`config.mk`:
```
export PLATFORM = sky130hd
export DESIGN_NAME = hid_boot_key_press_detect_flat
export DESIGN_NICKNAME = d
export VERILOG_FILES = /design/src/hw/rtl/hbk_pkg.sv /design/src/hw/rtl/hbk_report_if.sv /design/src/hw/rtl/hbk_event_if.sv /design/src/hw/rtl/hbk_front.sv /design/src/hw/rtl/hbk_queue.sv /design/src/hw/rtl/hbk_back.sv /design/src/hw/rtl/hid_boot_key_press_detect.sv /design/src/flat_wrapper.sv
export SDC_FILE = /design/constraint.sdc
export NUM_CORES = 1
export LEC_CHECK = 0
export BUFFER_PORTS_ARGS = -buffer_cell sky130_fd_sc_hd__buf_4
export CAP_MARGIN = 20
export CELL_PAD_IN_SITES_DETAIL_PLACEMENT = 1
export CELL_PAD_IN_SITES_GLOBAL_PLACEMENT = 1
export CORE_MARGIN = 2
export CORE_UTILIZATION = 30
export DETAILED_ROUTE_END_ITERATION = 6
export GPL_TIMING_DRIVEN = 0
export HOLD_SLACK_MARGIN = 0.05
export PLACE_DENSITY = 0.55
export SLEW_MARGIN = 5
export SYNTH_ARGS = -nofsm -noshare
export SYNTH_HDL_FRONTEND = slang
export SYNTH_SLANG_ARGS = --single-unit
```
`constraint.sdc`:
```
create_clock -name clk -period 3.1 [get_ports clk]
set_input_delay 0.155 -clock clk [delete_from_list [all_inputs] [get_ports clk]]
set_output_delay 0.155 -clock clk [all_outputs]
set_load 0.02 [all_outputs]
```
`src/hw/rtl/hbk_pkg.sv`:
```
package hbk_pkg;

  localparam int KEY_SLOTS = 6;
  localparam int CODE_W    = 8;

  // Depth of the queue between the classifier and the event emitter
  localparam int QUEUE_DEPTH = 4;
  localparam int QUEUE_PTR_W = $clog2(QUEUE_DEPTH);
  localparam int QUEUE_CNT_W = $clog2(QUEUE_DEPTH + 1);

  typedef logic [CODE_W-1:0] code_t;
  typedef code_t [KEY_SLOTS-1:0] slots_t;
  typedef logic [KEY_SLOTS-1:0] slot_mask_t;

  // One classified report: its codes and which slots are new presses
  typedef struct packed {
    slots_t     codes;
    slot_mask_t press;
  } entry_t;

  localparam code_t CODE_EMPTY = '0;

endpackage

```
`src/hw/rtl/hbk_report_if.sv`:
```
interface hbk_report_if;
  logic          valid;
  logic          ready;
  hbk_pkg::code_t key_slot_0;
  hbk_pkg::code_t key_slot_1;
  hbk_pkg::code_t key_slot_2;
  hbk_pkg::code_t key_slot_3;
  hbk_pkg::code_t key_slot_4;
  hbk_pkg::code_t key_slot_5;

  modport source (
    output valid, key_slot_0, key_slot_1, key_slot_2, key_slot_3, key_slot_4, key_slot_5,
    input  ready
  );
  modport sink (
    input  valid, key_slot_0, key_slot_1, key_slot_2, key_slot_3, key_slot_4, key_slot_5,
    output ready
  );
endinterface

```
`src/hw/rtl/hbk_event_if.sv`:
```
interface hbk_event_if;
  logic           valid;
  logic           ready;
  hbk_pkg::code_t pressed_code;
  logic           last_event;

  modport source (
    output valid, pressed_code, last_event,
    input  ready
  );
  modport sink (
    input  valid, pressed_code, last_event,
    output ready
  );
endinterface

```
`src/hw/rtl/hbk_front.sv`:
```
module hbk_front (
  input  logic            clk,
  input  logic            rst,
  hbk_report_if.sink      report,
  input  logic            queue_full,
  output logic            push,
  output hbk_pkg::entry_t entry
);

  hbk_pkg::slots_t     now;
  hbk_pkg::slots_t     prev;
  hbk_pkg::slot_mask_t press;
  logic                accept;

  assign now[0] = report.key_slot_0;
  assign now[1] = report.key_slot_1;
  assign now[2] = report.key_slot_2;
  assign now[3] = report.key_slot_3;
  assign now[4] = report.key_slot_4;
  assign now[5] = report.key_slot_5;

  // The held-key map always equals the set of nonzero codes of the previous
  // report, so a slot is a new press when its code is nonzero, absent from
  // the previous report and not repeated in an earlier slot.
  always_comb begin
    logic held;
    logic dup;
    for (int i = 0; i < hbk_pkg::KEY_SLOTS; i++) begin
      held = 1'b0;
      dup  = 1'b0;
      for (int j = 0; j < hbk_pkg::KEY_SLOTS; j++) begin
        if (prev[j] == now[i]) held = 1'b1;
        if (j < i && now[j] == now[i]) dup = 1'b1;
      end
      press[i] = (now[i] != hbk_pkg::CODE_EMPTY) && !held && !dup;
    end
  end

  assign report.ready = !queue_full;
  assign accept       = report.valid && report.ready;
  assign push         = accept && (press != '0);
  assign entry.codes  = now;
  assign entry.press  = press;

  always_ff @(posedge clk) begin
    if (rst) begin
      prev <= '0;
    end else if (accept) begin
      prev <= now;
    end
  end

  a_prev_follows: assert property (@(posedge clk) disable iff (rst)
    accept |=> prev == $past(now))
    else $error("previous report not captured");

endmodule

```
`src/hw/rtl/hbk_queue.sv`:
```
module hbk_queue (
  input  logic            clk,
  input  logic            rst,
  input  logic            push,
  input  hbk_pkg::entry_t wr_entry,
  output logic            full,
  input  logic            pop,
  output logic            valid,
  output hbk_pkg::entry_t rd_entry
);

  hbk_pkg::entry_t                   mem [hbk_pkg::QUEUE_DEPTH];
  logic [hbk_pkg::QUEUE_PTR_W-1:0]   wr_ptr;
  logic [hbk_pkg::QUEUE_PTR_W-1:0]   rd_ptr;
  logic [hbk_pkg::QUEUE_CNT_W-1:0]   count;
  logic                              do_push;
  logic                              do_pop;

  assign full     = (count == hbk_pkg::QUEUE_CNT_W'(hbk_pkg::QUEUE_DEPTH));
  assign valid    = (count != '0);
  assign rd_entry = mem[rd_ptr];
  assign do_push  = push && !full;
  assign do_pop   = pop && valid;

  always_ff @(posedge clk) begin
    if (do_push) begin
      mem[wr_ptr] <= wr_entry;
    end
  end

  always_ff @(posedge clk) begin
    if (rst) begin
      wr_ptr <= '0;
      rd_ptr <= '0;
      count  <= '0;
    end else begin
      if (do_push) wr_ptr <= wr_ptr + 1'b1;
      if (do_pop)  rd_ptr <= rd_ptr + 1'b1;
      if (do_push && !do_pop)      count <= count + 1'b1;
      else if (do_pop && !do_push) count <= count - 1'b1;
    end
  end

  a_count_bound: assert property (@(posedge clk) disable iff (rst)
    count <= hbk_pkg::QUEUE_CNT_W'(hbk_pkg::QUEUE_DEPTH))
    else $error("queue count overflow");

  a_no_lost_push: assert property (@(posedge clk) disable iff (rst)
    push |-> !full)
    else $error("push into full queue");

endmodule

```
`src/hw/rtl/hbk_back.sv`:
```
module hbk_back (
  input  logic            clk,
  input  logic            rst,
  input  logic            q_valid,
  input  hbk_pkg::entry_t q_entry,
  output logic            pop,
  hbk_event_if.source     press
);

  logic                cur_valid;
  hbk_pkg::slots_t     cur_codes;
  hbk_pkg::slot_mask_t cur_mask;
  hbk_pkg::slot_mask_t low_bit;
  hbk_pkg::slot_mask_t rem;
  hbk_pkg::code_t      sel_code;
  logic                out_valid;
  hbk_pkg::code_t      out_code;
  logic                out_last;
  logic                out_free;
  logic                emit;
  logic                cur_done;

  assign low_bit = cur_mask & (~cur_mask + 1'b1);
  assign rem     = cur_mask & ~low_bit;

  always_comb begin
    sel_code = '0;
    for (int i = 0; i < hbk_pkg::KEY_SLOTS; i++) begin
      if (low_bit[i]) sel_code = sel_code | cur_codes[i];
    end
  end

  assign out_free = !out_valid || press.ready;
  assign emit     = cur_valid && (cur_mask != '0) && out_free;
  assign cur_done = cur_valid && ((cur_mask == '0) || (emit && rem == '0));
  assign pop      = q_valid && (!cur_valid || cur_done);

  always_ff @(posedge clk) begin
    if (rst) begin
      cur_valid <= 1'b0;
      out_valid <= 1'b0;
    end else begin
      if (pop) begin
        cur_valid <= 1'b1;
      end else if (cur_done) begin
        cur_valid <= 1'b0;
      end
      if (emit) begin
        out_valid <= 1'b1;
      end else if (press.ready) begin
        out_valid <= 1'b0;
      end
    end
  end

  always_ff @(posedge clk) begin
    if (pop) begin
      cur_codes <= q_entry.codes;
      cur_mask  <= q_entry.press;
    end else if (emit) begin
      cur_mask <= rem;
    end
    if (emit) begin
      out_code <= sel_code;
      out_last <= (rem == '0);
    end
  end

  assign press.valid        = out_valid;
  assign press.pressed_code = out_code;
  assign press.last_event   = out_last;

  a_code_nonzero: assert property (@(posedge clk) disable iff (rst)
    out_valid |-> out_code != hbk_pkg::CODE_EMPTY)
    else $error("empty code emitted as press");

  a_more_events: assert property (@(posedge clk) disable iff (rst)
    (emit && rem != '0) |=> cur_valid && !out_last)
    else $error("report dropped before its last event");

endmodule

```
`src/hw/rtl/hid_boot_key_press_detect.sv`:
```
// First press event path: report -> queue entry -> current register -> output register.
// Throughput: one report transaction per cycle while the 4-entry queue has room;
//   the emitter gives one event per cycle while the event sink is ready, so a report
//   with k new presses gives k events (at most 6). Reports with no new press use no slot.
// Reset (rst, synchronous): previous report cleared to all empty slots, no key
//   held, queue and output register emptied.
module hid_boot_key_press_detect (
  input  logic       clk,
  input  logic       rst,
  hbk_report_if.sink  report,
  hbk_event_if.source press
);

  // Front: compares the report with the previous one and marks new presses.
  // Queue: buffers classified reports so the front keeps taking transactions
  //   while the emitter is stalled by the event sink.
  // Back: walks the press mask lowest slot first, one event per cycle while the sink is
  //   ready, with an output register so a waiting event does not block the next pop.
  logic            push;
  logic            full;
  logic            pop;
  logic            q_valid;
  hbk_pkg::entry_t wr_entry;
  hbk_pkg::entry_t rd_entry;

  hbk_front u_front (
    .clk        (clk),
    .rst        (rst),
    .report     (report),
    .queue_full (full),
    .push       (push),
    .entry      (wr_entry)
  );

  hbk_queue u_queue (
    .clk      (clk),
    .rst      (rst),
    .push     (push),
    .wr_entry (wr_entry),
    .full     (full),
    .pop      (pop),
    .valid    (q_valid),
    .rd_entry (rd_entry)
  );

  hbk_back u_back (
    .clk     (clk),
    .rst     (rst),
    .q_valid (q_valid),
    .q_entry (rd_entry),
    .pop     (pop),
    .press   (press)
  );

endmodule
```
`src/flat_wrapper.sv`:
```
// flat-port wrapper written by rule: the top's interface ports become plain ports
module hid_boot_key_press_detect_flat 
  (clk, rst, report_valid, report_key_slot_0, report_key_slot_1, report_key_slot_2, report_key_slot_3, report_key_slot_4, report_key_slot_5, report_ready, press_valid, press_pressed_code, press_last_event, press_ready);
  hbk_report_if report_i ();
  hbk_event_if press_i ();
  input  logic clk;
  input  logic rst;
  input wire logic [$bits(report_i.valid)-1:0] report_valid;
  input wire logic [$bits(report_i.key_slot_0)-1:0] report_key_slot_0;
  input wire logic [$bits(report_i.key_slot_1)-1:0] report_key_slot_1;
  input wire logic [$bits(report_i.key_slot_2)-1:0] report_key_slot_2;
  input wire logic [$bits(report_i.key_slot_3)-1:0] report_key_slot_3;
  input wire logic [$bits(report_i.key_slot_4)-1:0] report_key_slot_4;
  input wire logic [$bits(report_i.key_slot_5)-1:0] report_key_slot_5;
  output wire logic [$bits(report_i.ready)-1:0] report_ready;
  output wire logic [$bits(press_i.valid)-1:0] press_valid;
  output wire logic [$bits(press_i.pressed_code)-1:0] press_pressed_code;
  output wire logic [$bits(press_i.last_event)-1:0] press_last_event;
  input wire logic [$bits(press_i.ready)-1:0] press_ready;
  assign report_i.valid = report_valid;
  assign report_i.key_slot_0 = report_key_slot_0;
  assign report_i.key_slot_1 = report_key_slot_1;
  assign report_i.key_slot_2 = report_key_slot_2;
  assign report_i.key_slot_3 = report_key_slot_3;
  assign report_i.key_slot_4 = report_key_slot_4;
  assign report_i.key_slot_5 = report_key_slot_5;
  assign report_ready = report_i.ready;
  assign press_valid = press_i.valid;
  assign press_pressed_code = press_i.pressed_code;
  assign press_last_event = press_i.last_event;
  assign press_i.ready = press_ready;
  hid_boot_key_press_detect u_core (.clk(clk), .rst(rst), .report(report_i), .press(press_i));
endmodule
```
### Word-level counts from Yosys, hierarchy flattened

Memory sizes are Yosys's and may differ from the RTL's. A register that Yosys moved wholly into a read port is not among the register bits.
Cells that the tools add are included.
Widths: inputs -> output; s select.

* bits in registers: 120
* RAM bits: 216
* input bits: 52
* output and inout port bits: 11
* memories kept: 1

* add/sub/neg operators: 5
* equality and inequality tests: 52
* mux-type cells: 69
* bitwise gates (word level): 9
* reduce and logical (&&, ||, !) cells: 56

Memories
* u_core.u_queue.mem: words 4, bits a word 54, rd ports 1, clocked after Yosys merged registers in 1, wr ports 1, RTL line hbk_queue.sv:12 `hbk_pkg::entry_t mem [hbk_pkg::QUEUE_DEPTH];`

Operator list (count)
* $eq 8x8->1: 51
* $mux 1: 57
* $mux 8: 6
* $reduce_bool 8->1: 6
* $or 8x8->8: 5
* $logic_and 1x1->1: 22
* $logic_not 1->1: 16
* $and 6x6->6: 2
* $logic_not 6->1: 2
* $mux 6: 2
* $not 6->6: 2
* $reduce_bool 6->1: 2
* $reduce_bool 2->1: 4
* $add 6x1->6 const B: 1
* $mux 3: 2
* $add 2x1->2 const B: 2
* $mux 2: 2
* $add 3x1->3 const B: 1
* $eq 3x3->1 const B: 1
* $logic_or 1x1->1: 3
* $reduce_bool 3->1: 1
* $sub 3x1->3 const B: 1

### Logic depth before layout (Yosys ltp)

* depth after elaboration: 17
* depth in mapped cells: 15
* mapped depth without buffers: 13

### Modules after synthesis

Synthesis repeated with hierarchy kept, for this count alone.

* cells, all modules: 1479
* area total of the unflattened synthesis: 18681.7 um^2

Modules (own cells, without submodules)
* hbk_queue: times used 1, cells each 330, area an instance 8328.0 um^2, seq. area each 6666.4 um^2
* hbk_front: times used 1, cells each 992, area an instance 7851.3 um^2, seq. area each 960.9 um^2
* hbk_back: times used 1, cells each 157, area an instance 2502.4 um^2, seq. area each 1931.9 um^2

### Worst setup path after synthesis

Ideal clock, no wire load.

* kind: reg2reg
* start: reg u_core.u_front.prev[14] in the netlist's numbering
* end: mem u_core.u_queue.mem[0][0] in the netlist's numbering, enable pin
* setup time: 0.417 ns
* data arrival time: 2.968 ns
* path slack: -0.285 ns
* cell stages (with the launch flop): 10
* buffers on the path: 1
* clock period less this slack: 3.385 ns
* path through: dfxtp_1 > buf_2 > xor2_1 > nor4_1 > nand2_1 > o21ai_0 > nor4_1 > nor3_2 > a21oi_2 > and2_1

RTL lines
* from (decl): RTL line hbk_front.sv:11 `hbk_pkg::slots_t prev;`
* from (signal assigned): RTL line hbk_front.sv:49 `prev <= now;`
* to (decl): RTL line hbk_queue.sv:12

==> results.txt <==
Final Slew Violations - 0
antenna fix cells - 0
PwrDens - 725 nW/um^2
worst r2r src - u_core.u_front.prev[42]
Starting Density - 0.305
critical path data required time - 3.58 ns
cts bufs inserted - 39
CTS tree - built
DR DRC count - 0
clk_lat worst skew - 0.56 ns
worst hold path class - in -> reg
first-pass GRT wire length - 91,700 um
most common cell after layout, fill and taps aside - edfxtp_1
vias in the first global route - 12,900
outcome - complete, no violations
initial antenna violation count - 0
ys async rst share - 0
Final #Nets - 1,662
worst hold start - rst
slowest CP cell - dlygate4sd3_1
VDD IR max - 384 uV
grt total ovfl - 0
Worst Clk Skew - 0.0180 ns
Max transition margin - 0.358
WHS Path Cells - 3
Crit. End Element - flip-flop
input/output buffers - 61
Top FF cell, synth - edfxtp_1
Tot GR Track Use - 0.202
Yosys Warn Count - 0
DRT Pass-1 Iters - 5
Fin Hold WS - 0.155 ns
Final period util - 0.994
critical path's largest stage delay - 0.53 ns
Setup crit start - report_key_slot_1[2]
clk root buf - clkbuf_16
Crit Path Category - in -> reg
post-DR wirelength/cell - 26.3 um
Buf+Inv Stages, Crit Path - 6
Max Fclk - 0.325 GHz
startpoint types - input port
clock share of power - 0.284
cells on worst reg2reg path - 15
DR vias/cell - 5.02
Crit Path Max Fanout - 10
Pleak - 0.00753 uW
DR iter-0 viols - 784
Slew @ Worst Pin - 0.952 ns
post-route ant nets - 0
Seq/Total Area, Yosys - 0.529
Syn Area/Cell - 12.7 sq um
cells along the critical path - dlygate4sd3_1 > buf_4 > buf_4 > buf_12 > xor2_1 > nor4_1 > nand2_1 > o21ai_1 > nor4_2 > buf_4 > nor3_4 > a21oi_2 > ha_2 > inv_1 > fa_1 > xor2_1 > or3_1 > a21oi_1
core area - 59,200 sq um
Placed Area - 19,600 sq um
Placer Congestion - 0.882
CTS max path bufs - 3
Via Count - 12,100
syn_nets - 1,483
die width - 249 um
most frequent cells in the layout - edfxtp_1, xnor2_1, xor2_1, buf_4, nand2_1
DP HPWL - 42,800 um
Synth Register Bits - 338
largest net degree at the start of global routing - 58
Reg clk slew, reported paths - 0.05 ns
max-cap violations - 0
Pint - 10,700 uW
WP depth - 18
Sink Count - 338
EDFF count, synth - 279
fin area - 21,800 sq um
I/O pin count - 63
Fillers - 6,288
Rows - 89
FF-to-FF setup slack - 0.03 ns
Crit path top cell by count - buf_4
total die area - 62,200 sq um
Logic pwr share - 0.298
min Tclk post-route - 3.08 ns
die height - 249 um
fraction of layout cells with a size suffix above 1 - 0.231
cells after synthesis - 1,425
Yosys cell types - 50
mapped cell area - 18,100 sq um
largest delay contributor family on the critical path - buffers and inverters
Net Switching - 5120 uW
final hold viol count - 0
sequential share of power - 0.418
final design utilization - 0.368
H-Tree Depth - 2
sw frac - 0.324
RSZ-0062 raised after global routing - true
Worst Path Arrival - 3.56 ns
Total Wirelength - 63,300 um
final setup violation count - 0
synthesis-to-layout area growth - 20.5%
[final cells by class]
cell class                 count  area [sq um]  share of cell area
multi-input combinational    899          7360               0.338
inverter                       5          18.8            0.000862
timing repair buffer         140          1270              0.0581
sequential                   338          9560               0.439
tap                          773           967              0.0444
buffer                       181          1370              0.0629
clock inverter                24           201             0.00925
clock buffer                  48          1030              0.0473
[path summary, 6_finish.rpt]
path                                   end
setup / recovery   u_core.u_queue.count[2]
hold reg to reg    u_core.u_queue.count[2]
hold / removal    u_core.u_queue.rd_ptr[1]
setup reg to reg   u_core.u_queue.count[2]
[cell families after synthesis]
kind of cell    count (synthesis)  share of synthesized area
xor+xnor                      411                      0.199
flops                         338                      0.529
simple gates                  309                     0.0875
buf+inv                       188                     0.0719
compound gates                117                     0.0394
mux                            55                     0.0679
fa+ha+maj                       7                    0.00512
[power groups by stage]
stage	clock network [uW]	logic [uW]	registers [uW]
final	4490	4710	6600
after global routing	4770	5060	6690
after CTS	4630	4670	6620
after detailed placement	0	4550	6700
after global placement	0	4370	6680
after floorplan	0	2880	6580
[worst register-to-register path, delay by kind of cell, from the launching register on]
| family | cells | cell delay [ns] |
|---|---|---|
| buf+inv | 3 | 0.49 |
| xor+xnor | 2 | 0.33 |
| flops | 1 | 0.30 |
| fa+ha+maj | 2 | 0.57 |
| compound gates | 2 | 0.31 |
| simple gates | 6 | 1.00 |
[state kept, by name, summed over array words and instances, names as in the netlist, named ones only]
| signal | count |
|---|---|
| u_core.u_back.cur_codes | 48 |
| u_core.u_back.cur_mask | 6 |
| u_core.u_back.cur_valid | 1 |
| u_core.u_back.press.last_event | 1 |
| u_core.u_back.press.pressed_code | 8 |
| u_core.u_back.press.valid | 1 |
| u_core.u_front.prev | 48 |
| u_core.u_queue.count | 3 |
| u_core.u_queue.mem | 216 |
| u_core.u_queue.rd_ptr | 2 |
| u_core.u_queue.wr_ptr | 2 |
[repair_timing]
item	4_1_cts	5_1_grt
hold endpoints to repair	194	0
cloned	0	0
buffers inserted	11	12
resized for setup	35	32
pin swaps	8	8
hold buffers	49	0
setup endpoints to repair	212	219
[per-stage QoR]
step	setup TNS, ns	worst slack [ns]	cells	total power [uW]
final	0	0.0192	2408	15800
after global placement	-363.66	-1.72	2259	11100
after global routing	-0.125	-0.112	2408	16500
after floorplan	0	0.223	1425	9460
after CTS	0	0.00541	2396	15900
after detailed placement	-97.89	-0.820	2265	11200
[synth_stat cells, drive strengths merged, types with 7 or more instances]
| cell | number | share of area |
|---|---|---|
| edfxtp | 279 | 0.46 |
| xnor2 | 209 | 0.10 |
| xor2 | 202 | 0.098 |
| buf | 157 | 0.065 |
| nand2 | 143 | 0.030 |
| nor4 | 69 | 0.025 |
| a21oi | 62 | 0.018 |
| dfxtp | 59 | 0.065 |
| mux4 | 54 | 0.067 |
| nand4 | 54 | 0.019 |
| clkbuf | 26 | 0.0056 |
| o21ai | 21 | 0.0058 |
| nor2 | 18 | 0.0042 |
| a22oi | 9 | 0.0037 |
| a222oi | 8 | 0.0044 |
| and2 | 7 | 0.0024 |
[metal layers]
layer  wire length [um]  track usage
met5                  0            0
met2              31200        0.345
met1              27500        0.266
met3               2940       0.0263
met4               1640       0.0616
Power figures use the tool's default switching activity.
